<file path="src/hdl/rgbhsv_pkg.sv">
`timescale 1ns / 1ps
`default_nettype none

package rgbhsv_pkg;

  // one input pixel
  typedef struct packed {
    logic [7:0] red;
    logic [7:0] green;
    logic [7:0] blue;
  } rgb_t;

  // one converted pixel
  typedef struct packed {
    logic [7:0] hue;
    logic [7:0] saturation;
    logic [7:0] brightness_value;
  } hsv_t;

  // data carried through the divider stages
  typedef struct packed {
    logic [7:0]  mx;       // largest channel, saturation divisor
    logic [7:0]  chroma;   // max - min, hue divisor
    logic [15:0] rem_s;    // saturation partial remainder
    logic [13:0] rem_h;    // hue partial remainder
    logic [7:0]  q_s;      // saturation quotient bits
    logic [7:0]  q_h;      // hue quotient bits
    logic [7:0]  hue_ofs;  // sector offset
    logic        neg;      // hue difference below zero
    logic        grey;     // chroma zero, hue and saturation forced to zero
  } pipe_t;

  localparam logic [5:0] HUE_SPAN      = 6'd43;
  localparam logic [7:0] HUE_OFS_RED   = 8'd0;
  localparam logic [7:0] HUE_OFS_GREEN = 8'd85;
  localparam logic [7:0] HUE_OFS_BLUE  = 8'd171;

  localparam int DIV_STAGES = 4;  // two quotient bits per stage

  // one restoring step on both dividers at quotient bit sh
  function automatic pipe_t div_step(pipe_t d, logic [2:0] sh);
    pipe_t      o;
    logic [15:0] ds;
    logic [15:0] dh;
    logic [15:0] rh;
    o  = d;
    ds = {8'h00, d.mx} << sh;
    dh = {8'h00, d.chroma} << sh;
    rh = {2'b00, d.rem_h};
    if (d.rem_s >= ds) begin
      o.rem_s  = d.rem_s - ds;
      o.q_s[sh] = 1'b1;
    end
    if (rh >= dh) begin
      o.rem_h  = 14'(rh - dh);
      o.q_h[sh] = 1'b1;
    end
    return o;
  endfunction

endpackage

`default_nettype wire

</file>
<file path="src/hdl/rgb_to_hsv_convert.sv">
`timescale 1ns / 1ps
`default_nettype none

// channel   ports                          transfer when
// pixel in  in_valid, in_ready, in_data    in_valid && in_ready
// hsv out   out_valid, out_ready, out_data out_valid && out_ready
//
// one pixel per cycle sustained while out_ready is high
// pipeline depth set by the two restoring dividers, two quotient bits per stage
// rst_n is synchronous and active low; it empties every stage
// each stage holds its item until the next one frees, so empty stages
// still take new pixels while a finished result waits at the output

module rgb_to_hsv_convert (
  input  wire                  clk,
  input  wire                  rst_n,
  input  wire                  in_valid,
  output logic                 in_ready,
  input  wire rgbhsv_pkg::rgb_t in_data,
  output logic                 out_valid,
  input  wire                  out_ready,
  output rgbhsv_pkg::hsv_t     out_data
);

  import rgbhsv_pkg::*;

  // front stage, divider stages, output stage
  localparam int NSTG = DIV_STAGES + 2;

  logic [NSTG-1:0] v_r;
  logic [NSTG:0]   adv;

  pipe_t pipe_r   [DIV_STAGES+1];
  pipe_t pipe_nxt [DIV_STAGES+1];
  hsv_t  out_r;
  hsv_t  out_nxt;

  // front stage signals
  logic [7:0] mx, mn, chroma, mag;
  logic [8:0] diff;

  // a stage may load when it is empty or its item moves on
  always_comb begin
    adv[NSTG] = out_ready;
    for (int k = NSTG - 1; k >= 0; k--) begin
      adv[k] = !v_r[k] || adv[k+1];
    end
  end

  assign in_ready  = adv[0];
  assign out_valid = v_r[NSTG-1];
  assign out_data  = out_r;

  // front: max, min, sector, and both numerators
  always_comb begin
    mx = (in_data.red > in_data.green) ? in_data.red : in_data.green;
    mx = (mx > in_data.blue) ? mx : in_data.blue;
    mn = (in_data.red < in_data.green) ? in_data.red : in_data.green;
    mn = (mn < in_data.blue) ? mn : in_data.blue;
    chroma = mx - mn;

    pipe_nxt[0] = '0;
    // red wins ties, then green
    if (mx == in_data.red) begin
      diff = {1'b0, in_data.green} - {1'b0, in_data.blue};
      pipe_nxt[0].hue_ofs = HUE_OFS_RED;
    end else if (mx == in_data.green) begin
      diff = {1'b0, in_data.blue} - {1'b0, in_data.red};
      pipe_nxt[0].hue_ofs = HUE_OFS_GREEN;
    end else begin
      diff = {1'b0, in_data.red} - {1'b0, in_data.green};
      pipe_nxt[0].hue_ofs = HUE_OFS_BLUE;
    end
    mag = diff[8] ? 8'(-diff) : diff[7:0];

    pipe_nxt[0].mx     = mx;
    pipe_nxt[0].chroma = chroma;
    pipe_nxt[0].neg    = diff[8];
    pipe_nxt[0].grey   = (chroma == 8'h00);
    // 255 * chroma as a shift and subtract
    pipe_nxt[0].rem_s  = {chroma, 8'h00} - {8'h00, chroma};
    pipe_nxt[0].rem_h  = {6'b0, mag} * {8'b0, HUE_SPAN};

    // divider stages, quotient bits from the top down
    for (int k = 1; k <= DIV_STAGES; k++) begin
      pipe_nxt[k] = div_step(div_step(pipe_r[k-1], 3'(2 * DIV_STAGES + 1 - 2 * k)),
                             3'(2 * DIV_STAGES - 2 * k));
    end
  end

  // output: signed quotient folded into the sector offset, wraps mod 256; grey pixels get zero hue and saturation
  always_comb begin
    pipe_t d;
    d = pipe_r[DIV_STAGES];
    out_nxt.brightness_value = d.mx;
    if (d.grey) begin
      out_nxt.hue        = 8'h00;
      out_nxt.saturation = 8'h00;
    end else begin
      out_nxt.hue        = d.neg ? (d.hue_ofs - d.q_h) : (d.hue_ofs + d.q_h);
      out_nxt.saturation = d.q_s;
    end
  end

  always_ff @(posedge clk) begin
    if (!rst_n) begin
      v_r <= '0;
    end else begin
      if (adv[0]) v_r[0] <= in_valid;
      for (int k = 1; k < NSTG; k++) begin
        if (adv[k]) v_r[k] <= v_r[k-1];
      end
    end
  end

  always_ff @(posedge clk) begin
    for (int k = 0; k <= DIV_STAGES; k++) begin
      if (adv[k]) pipe_r[k] <= pipe_nxt[k];
    end
    if (adv[NSTG-1]) out_r <= out_nxt;
  end

  // grey and black pixels carry no hue
  a_grey_hue: assert property (@(posedge clk) disable iff (!rst_n)
    out_valid && out_data.saturation == 8'h00 |-> out_data.hue == 8'h00)
    else $error("hue set on a grey pixel");

  a_black_sat: assert property (@(posedge clk) disable iff (!rst_n)
    out_valid && out_data.brightness_value == 8'h00 |-> out_data.saturation == 8'h00)
    else $error("saturation set on a black pixel");

  // input only held off when every stage is occupied
  a_full_stall: assert property (@(posedge clk) disable iff (!rst_n)
    !in_ready |-> (&v_r) && !out_ready)
    else $error("input stalled with a free stage");

  // an output transfer always frees room for a new pixel
  a_drain_frees: assert property (@(posedge clk) disable iff (!rst_n)
    out_valid && out_ready |-> in_ready)
    else $error("input stalled while output drains");

endmodule

`default_nettype wire

</file>
<file path="config.mk">
export PLATFORM = sky130hd
export DESIGN_NAME = rgb_to_hsv_convert
export DESIGN_NICKNAME = d
export VERILOG_FILES = /design/src/hdl/rgbhsv_pkg.sv /design/src/hdl/rgb_to_hsv_convert.sv
export SDC_FILE = /design/constraint.sdc
export NUM_CORES = 1
export LEC_CHECK = 0
export BUFFER_PORTS_ARGS = -buffer_cell sky130_fd_sc_hd__buf_4
export CAP_MARGIN = 40
export CELL_PAD_IN_SITES_DETAIL_PLACEMENT = 1
export CELL_PAD_IN_SITES_GLOBAL_PLACEMENT = 1
export CORE_UTILIZATION = 45
export DETAILED_ROUTE_END_ITERATION = 10
export GPL_TIMING_DRIVEN = 0
export PLACE_DENSITY = 0.73
export SYNTH_ARGS = -nofsm -noshare
export SYNTH_HDL_FRONTEND = slang
export SYNTH_SLANG_ARGS = --single-unit
export TNS_END_PERCENT = 30
</file>
<file path="constraint.sdc">
create_clock -name clk -period 14.7 [get_ports clk]
set_clock_uncertainty 0.15 [all_clocks]
set_input_delay 0 -clock clk [delete_from_list [all_inputs] [get_ports clk]]
set_output_delay 0 -clock clk [all_outputs]
set_load 0.02 [all_outputs]
</file>
==> results.py, run 1 <==
metrics = {
    "status": {
        "outcome": "complete, no violations",
    },
    "synth": {
        "synth_cell_types": 89,
        "syn_area_sq_um": 20400,
        "synthXorXnorAreaFrac": 0.0657,
        "synth_flop_cell": "edfxtp_1",
        "ys_warn_count": 0,
        "synth_edf_count": 277,
        "ys_seq_elements": 283,
        "synthMuxAreaShare": 0.0413,
        "async_flop_share": 0,
        "ys_seq_area_frac": 0.414,
        "netlist_instances": 1962,
        "synth_adder_area_share": 0.159,
        "synth.avg_cell_area_sq_um": 10.4,
        "synth_compound_gate_area_share": 0.151,
        "synth_top_family_by_area": "adder cells",
        "synth-simple-area-share": 0.122,
        "syn_nets": 2233,
    },
    "sta": {
        "tightest_slew_ps": 836,
        "finalCritPeriodShare": 0.621,
        "setup_ws_ps": 5560,
        "fin_crit_ps": 9140,
        "drv_slew": 0,
        "max_freq_mhz": 109,
        "max_slew_margin": 0.439,
        "finalHoldViolCount": 0,
        "setup_violations": 0,
        "fin_tns_setup_ps": 0,
        "rsz0062_at_grt": "false",
    },
    "route": {
        "first_pass_iters": 4,
        "vias": 14865,
        "wl_met1_mm": 20.5,
        "wl_met3_mm": 1.24,
        "routed.top_layer": "met4",
        "postRouteWirelength_mm": 50.3,
        "wl_met2_mm": 27.0,
        "wl_per_cell_um": 18.7,
        "ant_nets": 0,
        "drc": 0,
        "viasPerCell": 5.54,
        "drtIter0Drc": 506,
    },
    "floorplan": {
        "die_y_um": 215,
        "initial_core_util": 0.459,
        "core_region_area_sq_um": 44400,
        "rows": 77,
        "design.die.area_sq_um": 46100,
        "io_pins": 54,
        "die_w_um": 215,
    },
    "min_path": {
        "hold_class": "input port to flip-flop",
    },
    "clock_network": {
        "cts_sinks": 283,
        "cts.path.max_buffers": 3,
        "cts_hold_buf": 14,
        "h-tree-depth": 1,
        "cts_tree": "built",
        "postCtsSetupRepairBufs": 0,
        "cts-root-buf": "clkbuf_16",
        "cts_made_buffers": 29,
        "clk_latency_ps": 570,
        "cts_resized": 0,
        "clk_pin_slew_worst_paths_ps": 60,
    },
    "critical_path": {
        "critPathMaxFanout": 10,
        "crit_arrival_ps": 9300,
        "critical_path.max_stage_delay_ps": 600,
        "path_common_cell": "ha_1",
        "start_kind": "input port",
        "critical_path_required_ps": 14860,
        "path_class": "input port to flip-flop",
        "crit_slowest_cell": "a31oi_2",
        "endpoint_kind": "flip-flop",
    },
    "layout": {
        "fin_nets": 2338,
        "area.growth.synth_to_final_pct": 12.0,
        "final_util": 0.514,
        "antenna_cells": 0,
        "stdcell_area_sq_um": 22800,
        "drive_gt1_frac": 0.0981,
    },
    "place": {
        "place_area_sq_um": 21700,
        "port-buffer-count": 53,
        "hpwlAfterDp_mm": 41.2,
        "place_ws_ps": 5470,
        "gp_congestion": 0.926,
    },
    "global_route": {
        "grt_max_degree": 46,
        "grt_pass1_vias": 16186,
        "overflow": 0,
        "grt_usage": 0.219,
        "grt_pass1_wl_mm": 82.2,
        "antenna_found_initial": 0,
    },
    "flow_run": {
        "maxCapViolCount": 0,
    },
}
## synth_stat cells (19+ instances only)
cell      number  area share
nor3_1        29      0.0071
edfxtp_1     277        0.41
xnor2_1      104       0.045
clkbuf_1      19      0.0035
fa_1          28       0.028
a21oi_1      125       0.031
ha_1         215        0.13
nand2b_1      31      0.0095
nand2_1      106       0.020
o21a_1        25      0.0092
a21o_1        59       0.022
o21ai_0      112       0.028
nand3_1       21      0.0052
xor2_1        47       0.020
nor2_1       130       0.024
mux2_2        47       0.026
nor4_1        23      0.0071
inv_1        217       0.040
nand4_1       35       0.011
nor2b_1       51       0.016
mux2i_1       30       0.015
## registers in the layout, summed over array words and instances, names as in the netlist
name / cells
v_r: 6
pipe_r: 253
out_data: 24
## routing by layer
metal / vias up / global-route usage
met5: - / 0
met4: 0 / 0.0764
li1: 7328 / -
met3: 81 / 0.0202
met1: 7239 / 0.242
met2: 217 / 0.431
## cell families after synthesis
kind of cell	after synthesis
xor+xnor	152
flops	283
simple gates	490
compound gates	465
buf+inv	251
fa+ha+maj	243
mux	78
## placed cells by master, fill, tap and decap left out, types with 6 or more instances in the layout
cell type,Yosys,final
o31ai_1,9,9
o31a_1,7,7
clkbuf_1,19,24
nand2_1,106,105
buf_4,2,55
a21boi_0,17,17
a31oi_1,15,15
nor2_1,130,130
nand3_1,21,20
a211oi_1,12,12
edfxtp_1,277,277
fa_1,28,28
and3_1,12,12
xor2_1,47,47
a21oi_1,125,125
o21bai_1,12,12
a21o_1,59,59
nor4_1,23,23
o21ai_0,112,112
nand2b_1,31,31
nand4_1,35,35
dfxtp_1,6,6
ha_1,215,215
or3_1,11,11
dlygate4sd3_1,0,14
mux2_2,47,47
mux2i_1,30,30
clkinv_2,0,6
clkbuf_16,0,29
o211ai_1,11,11
inv_1,217,215
and2_1,11,11
nor2b_1,51,51
o21a_1,25,25
nor3_1,29,29
xnor2_1,104,104
## critical path, delay by kind of cell
kind / cells / cell delay (ps)
AOI/OAI and AO/OA: 13 / 3420
adders and majority gates: 7 / 2770
xor gates and xnor gates: 2 / 280
buffers and inverters: 3 / 1010
and+or+nand+nor: 9 / 1590
muxes: 1 / 210
## layout make-up
cell class | instances | area (sq um)
fill | 4850 | 21600
multi-input combinational | 1428 | 11000
sequential | 283 | 8440
inverter | 222 | 836
clock buffer | 36 | 772
tap | 592 | 741
timing repair buffer | 74 | 688
clock inverter | 18 | 230
buffer | 29 | 123
## stage by stage
step           instances  hold WS, ps
6_report            2682         82.4
3_5_place_dp        2614          106
4_1_cts             2682         13.4
3_3_place_gp        2607         99.8
2_1_floorplan       1962        -32.5
5_1_grt             2682         42.3
## worst paths after layout
check / depth (start not counted) / start / end / slack (ps)
max reg2reg: 21 / pipe_r[0][209] / pipe_r[0][265] / 8050
max: 35 / in_data[22] / pipe_r[0][39] / 5560
min: 3 / in_data[8] / pipe_r[0][64] / 80
min reg2reg: 0 / pipe_r[0][359] / out_data[7] / 270
Power of run 1 is not shown: default switching activity piles up to over one toggle a cycle in this logic, so the estimate is an artifact.
==> run 2: changes to the inputs <==
--- a/config.mk
+++ b/config.mk
@@ -5,6 +5,7 @@
 export SDC_FILE = /design/constraint.sdc
 export NUM_CORES = 1
 export LEC_CHECK = 0
+export ABC_AREA = 1
 export BUFFER_PORTS_ARGS = -buffer_cell sky130_fd_sc_hd__buf_4
 export CAP_MARGIN = 40
 export CELL_PAD_IN_SITES_DETAIL_PLACEMENT = 1
@@ -12,7 +13,7 @@
 export CORE_UTILIZATION = 45
 export DETAILED_ROUTE_END_ITERATION = 10
 export GPL_TIMING_DRIVEN = 0
-export PLACE_DENSITY = 0.73
+export PLACE_DENSITY = 0.75
 export SYNTH_ARGS = -nofsm -noshare
 export SYNTH_HDL_FRONTEND = slang
 export SYNTH_SLANG_ARGS = --single-unit
==> constraint.sdc (replaced) <==
create_clock -name clk -period 8.78 [get_ports clk]
set_clock_uncertainty 0.15 [all_clocks]
set_input_delay 0 -clock clk [delete_from_list [all_inputs] [get_ports clk]]
set_output_delay 0 -clock clk [all_outputs]
set_load 0.02 [all_outputs]
==> results.py, run 2 <==
metrics = {
    "global_route": {
        "grt_max_degree": 39,
        "antenna_found_initial": 0,
        "grt_usage": 0.226,
        "overflow": 0,
        "grt_pass1_wl_mm": 84.9,
        "grt_pass1_vias": 17111,
    },
    "layout": {
        "regArea_sq_um": 8440,
        "layout_common_cells": "nand2_1, inv_1, edfxtp_1",
        "drive_gt1_frac": 0.0815,
        "final_util": 0.513,
        "layout_commonest_cell": "nand2_1",
        "antenna_cells": 0,
        "fin_nets": 2652,
        "area.growth.synth_to_final_pct": 12.4,
        "multi_input_area_sq_um": 10300,
        "final.fill_count": 5178,
        "largest_reg_flops": 253,
        "stdcell_area_sq_um": 22700,
        "top_register": "pipe_r",
    },
    "critical_path": {
        "path_class": "input port to flip-flop",
        "endpoint_kind": "flip-flop",
        "worstReg2RegStart": "pipe_r[0][138]",
        "critPathBufInv": 12,
        "cp_top_family": "simple AND/OR/NAND/NOR gates",
        "critPathMaxFanout": 10,
        "critical_path.max_stage_delay_ps": 540,
        "critical_path_required_ps": 8950,
        "crit_path_start": "in_data[20]",
        "path_common_cell": "nand2_1",
        "cp.depth": 54,
        "crit_arrival_ps": 8390,
        "worstRegToRegCells": 27,
        "start_kind": "input port",
        "crit_slowest_cell": "fa_1",
    },
    "sta": {
        "tightest_slew_ps": 864,
        "max_freq_mhz": 122,
        "fin_crit_ps": 8210,
        "setup_ws_ps": 567,
        "setup_violations": 0,
        "finalHoldViolCount": 0,
        "max_slew_margin": 0.423,
        "hold_ws_ps": 36.8,
        "drv_slew": 0,
        "finalCritPeriodShare": 0.935,
    },
    "status": {
        "outcome": "complete, no violations",
    },
    "route": {
        "wl_per_cell_um": 17.1,
        "vias": 15689,
        "first_pass_iters": 5,
        "ant_nets": 0,
        "drc": 0,
        "drtIter0Drc": 573,
        "viasPerCell": 5.24,
        "postRouteWirelength_mm": 51.3,
    },
    "synth": {
        "netlist_instances": 2267,
        "ys_seq_area_frac": 0.417,
        "synth_largest_area_cell": "edfxtp_1",
        "synth_edf_count": 277,
        "synth_top_area_frac": 0.411,
        "synth_common_cells": "nand2_1, inv_1, edfxtp_1, ha_1, nor2_1",
        "async_flop_share": 0,
        "synth_flop_cell": "edfxtp_1",
        "syn_nets": 2538,
        "ys_seq_elements": 283,
        "yosys.cell_count.top_type": "nand2_1",
        "synth_cell_types": 59,
        "synth.top_cells.by_area": "edfxtp_1, ha_1, nand2_1",
        "ys_warn_count": 0,
        "synth.avg_cell_area_sq_um": 8.93,
        "syn_area_sq_um": 20200,
    },
    "floorplan": {
        "die_w_um": 214,
        "rows": 77,
        "initial_core_util": 0.457,
        "die_y_um": 214,
        "design.die.area_sq_um": 45800,
        "io_pins": 54,
        "core_region_area_sq_um": 44300,
    },
    "place": {
        "hpwlAfterDp_mm": 41.9,
        "place_ws_ps": 155,
        "port-buffer-count": 53,
        "gp_congestion": 0.903,
        "place_area_sq_um": 21500,
    },
    "clock_network": {
        "h-tree-depth": 1,
        "clk_latency_ps": 570,
        "cts-root-buf": "clkbuf_16",
        "clk_pin_slew_worst_paths_ps": 60,
        "cts_made_buffers": 31,
        "cts_tree": "built",
        "cts.path.max_buffers": 3,
        "cts_sinks": 283,
    },
    "min_path": {
        "hold_class": "input port to flip-flop",
        "min_path_cells": 7,
        "hp-start": "in_data[18]",
    },
    "flow_run": {
        "maxCapViolCount": 0,
    },
}
run 2: what timing repair did:
action,4_1_cts,5_1_grt
hold buffers,19,0
endpoints found under the hold margin,15,0
buffers inserted,0,4
setup endpoints to repair,0,1
resized for setup,0,6
run 2: cell type report:
class | instances | share of cell area
Clock buffer | 41 | 0.0366
Tap cell | 592 | 0.0326
Buffer | 27 | 0.00638
Multi-Input combinational cell | 1593 | 0.454
Inverter | 364 | 0.0601
Clock inverter | 15 | 0.00704
Timing Repair Buffer | 81 | 0.0322
Sequential cell | 283 | 0.371
run 2: through the flow:
| stage | setup TNS [ps] | std cells |
|---|---|---|
| 6_report | 0 | 2996 |
| 2_1_floorplan | 0 | 2267 |
| 3_3_place_gp | 0 | 2912 |
| 3_5_place_dp | 0 | 2917 |
| 5_1_grt | -37.1 | 2996 |
| 4_1_cts | 0 | 2992 |
run 2: worst min-delay path: stages:
cell and delay (ps):
buf_4 130, nand2_1 60, nand2_1 40, nand2_1 100, nor2_4 50, nand2_4 110
buf_6 150
run 2: kinds of logic (layout without fill, tap and decap cells):
family                   count (synthesis)  in the layout  synth area share
buffers and inverters                  391            528            0.0745
AO/OA/AOI/OAI                          387            387             0.107
flip-flops                             283            283             0.417
adder cells (fa/ha/maj)                243            243             0.161
XOR/XNOR                               141            141            0.0610
multiplexers                             3              3           0.00167
AND/OR/NAND/NOR                        819            819             0.179
run 2: layer usage:
layer	vias to the layer above	track usage	wire length (um)
li1	7842	-	-
met1	7562	0.252	21400
met2	196	0.443	27200
met3	89	0.0207	1090
met4	0	0.0764	1560
met5	-	0	0
run 2: worst paths after layout:
kind                    end  slack, ps
max           pipe_r[0][39]        570
min            pipe_r[0][2]         40
max reg2reg  pipe_r[0][189]       3320
min reg2reg  pipe_r[0][168]        260
Power of run 2 is left out for the same reason.
==> run 3: changes to the inputs <==
==> constraint.sdc (replaced) <==
create_clock -name clk -period 8.78 [get_ports clk]
set_clock_uncertainty 0.15 [all_clocks]
set_input_delay 1.317 -clock clk [delete_from_list [all_inputs] [get_ports clk]]
set_output_delay 1.317 -clock clk [all_outputs]
set_load 0.02 [all_outputs]
==> results.py, run 3 (same netlist as run 2, synthesis figures left out) <==
metrics = {
    "sta": {
        "tightest_slew_ps": 865,
        "max_slew_margin": 0.423,
        "setup_violations": 0,
        "finalHoldViolCount": 0,
        "fin_crit_ps": 8500,
        "max_freq_mhz": 118,
        "finalCritPeriodShare": 0.969,
        "rsz0062_at_grt": "true",
        "drv_slew": 0,
    },
    "global_route": {
        "grt_usage": 0.226,
        "grt_max_degree": 39,
        "overflow": 0,
        "grt_pass1_vias": 17066,
        "antenna_found_initial": 0,
        "grt_pass1_wl_mm": 84.8,
    },
    "clock_network": {
        "cts-root-buf": "clkbuf_16",
        "clk_latency_ps": 570,
        "cts.path.max_buffers": 3,
        "h-tree-depth": 1,
        "cts_tree": "built",
        "clk_pin_slew_worst_paths_ps": 60,
        "cts_made_buffers": 31,
        "cts_sinks": 283,
    },
    "floorplan": {
        "io_pins": 54,
        "die_y_um": 214,
        "rows": 77,
        "design.die.area_sq_um": 45800,
        "core_region_area_sq_um": 44300,
        "die_w_um": 214,
        "initial_core_util": 0.457,
    },
    "route": {
        "drc": 0,
        "wl_per_cell_um": 17.4,
        "vias": 15831,
        "drtIter0Drc": 590,
        "viasPerCell": 5.27,
        "postRouteWirelength_mm": 52.3,
        "ant_nets": 0,
        "first_pass_iters": 5,
    },
    "layout": {
        "fin_cells": 3005,
        "regArea_sq_um": 8440,
        "fin_nets": 2661,
        "final_util": 0.521,
        "final.fill_count": 5132,
        "antenna_cells": 0,
        "multi_input_area_sq_um": 10600,
        "top_register": "pipe_r",
        "area.growth.synth_to_final_pct": 14.1,
        "largest_reg_flops": 253,
        "layout_commonest_cell": "nand2_1",
        "stdcell_area_sq_um": 23100,
        "drive_gt1_frac": 0.112,
        "layout_common_cells": "nand2_1, inv_1, edfxtp_1",
    },
    "min_path": {
        "hold_class": "flip-flop to flip-flop",
        "hp-start": "pipe_r[0][96]",
    },
    "critical_path": {
        "critical_path.max_stage_delay_ps": 510,
        "crit_path_start": "in_data[13]",
        "worstReg2RegStart": "pipe_r[0][138]",
        "critPathMaxFanout": 10,
        "path_common_cell": "nand2_2",
        "crit_arrival_ps": 8680,
        "crit_slowest_cell": "fa_1",
        "endpoint_kind": "flip-flop",
        "start_kind": "input port",
        "path_class": "input port to flip-flop",
        "critical_path_required_ps": 8950,
    },
    "place": {
        "dp_cells": 2917,
        "hpwlAfterDp_mm": 41.9,
        "port-buffer-count": 53,
        "place_area_sq_um": 21500,
        "gp_congestion": 0.903,
    },
    "flow_run": {
        "maxCapViolCount": 0,
    },
    "status": {
        "outcome": "complete, no violations",
    },
}
run 3: cell types whose count changed in the layout (fill, tap and decap cells not counted), sizes merged:
cell         change
buf             +29
clkbuf           -1
dlygate4sd3     -19
run 3: worst paths after layout:
kind,end,slack [ps],cells after the start
min,pipe_r[0][168],260,0
max reg2reg,pipe_r[0][189],3290,27
max,pipe_r[0][39],280,54
min reg2reg,pipe_r[0][168],260,0
run 3: cell type report:
cell class              count  share of cell area
inverters                 364              0.0591
repair buffers             90              0.0332
plain buffers              27             0.00726
clock buffers              41              0.0361
clock inverters            15             0.00693
flip-flops and latches    283               0.365
well taps                 592              0.0321
multi-input cells        1593               0.460
run 3: timing repair:
item,CTS,global route
buffers inserted,8,24
resized for setup,24,59
endpoints found under the setup margin,4,4
hold buffers,0,0
pin swaps,8,35
run 3: per-stage QoR:
stage               hold WS (ps)  setup slack, ps  TNS [ps]
floorplan                    250              473         0
global placement             253            -1410    -12290
detailed placement           256            -1160     -4510
CTS                          265             10.4         0
global route                 272             -150      -190
finish                       261              275         0
run 3: worst max-delay path, delay by kind of cell:
kind                     cells  cell delay (ps)
AO/OA/AOI/OAI                7             1230
XOR/XNOR                     1               70
adder cells (fa/ha/maj)      7             2230
buffers and inverters       13             1300
AND/OR/NAND/NOR             26             2510
run 3: per-layer routing:
| metal | part of all wire | up-vias | GRT usage | wire (um) |
|---|---|---|---|---|
| li1 | - | 7857 | - | - |
| met1 | 0.41 | 7633 | 0.253 | 21500 |
| met2 | 0.53 | 232 | 0.440 | 27600 |
| met3 | 0.024 | 109 | 0.0207 | 1260 |
| met4 | 0.037 | 0 | 0.0807 | 1930 |
| met5 | 0 | - | 0 | 0 |
Power of run 3 is left out for the same reason.
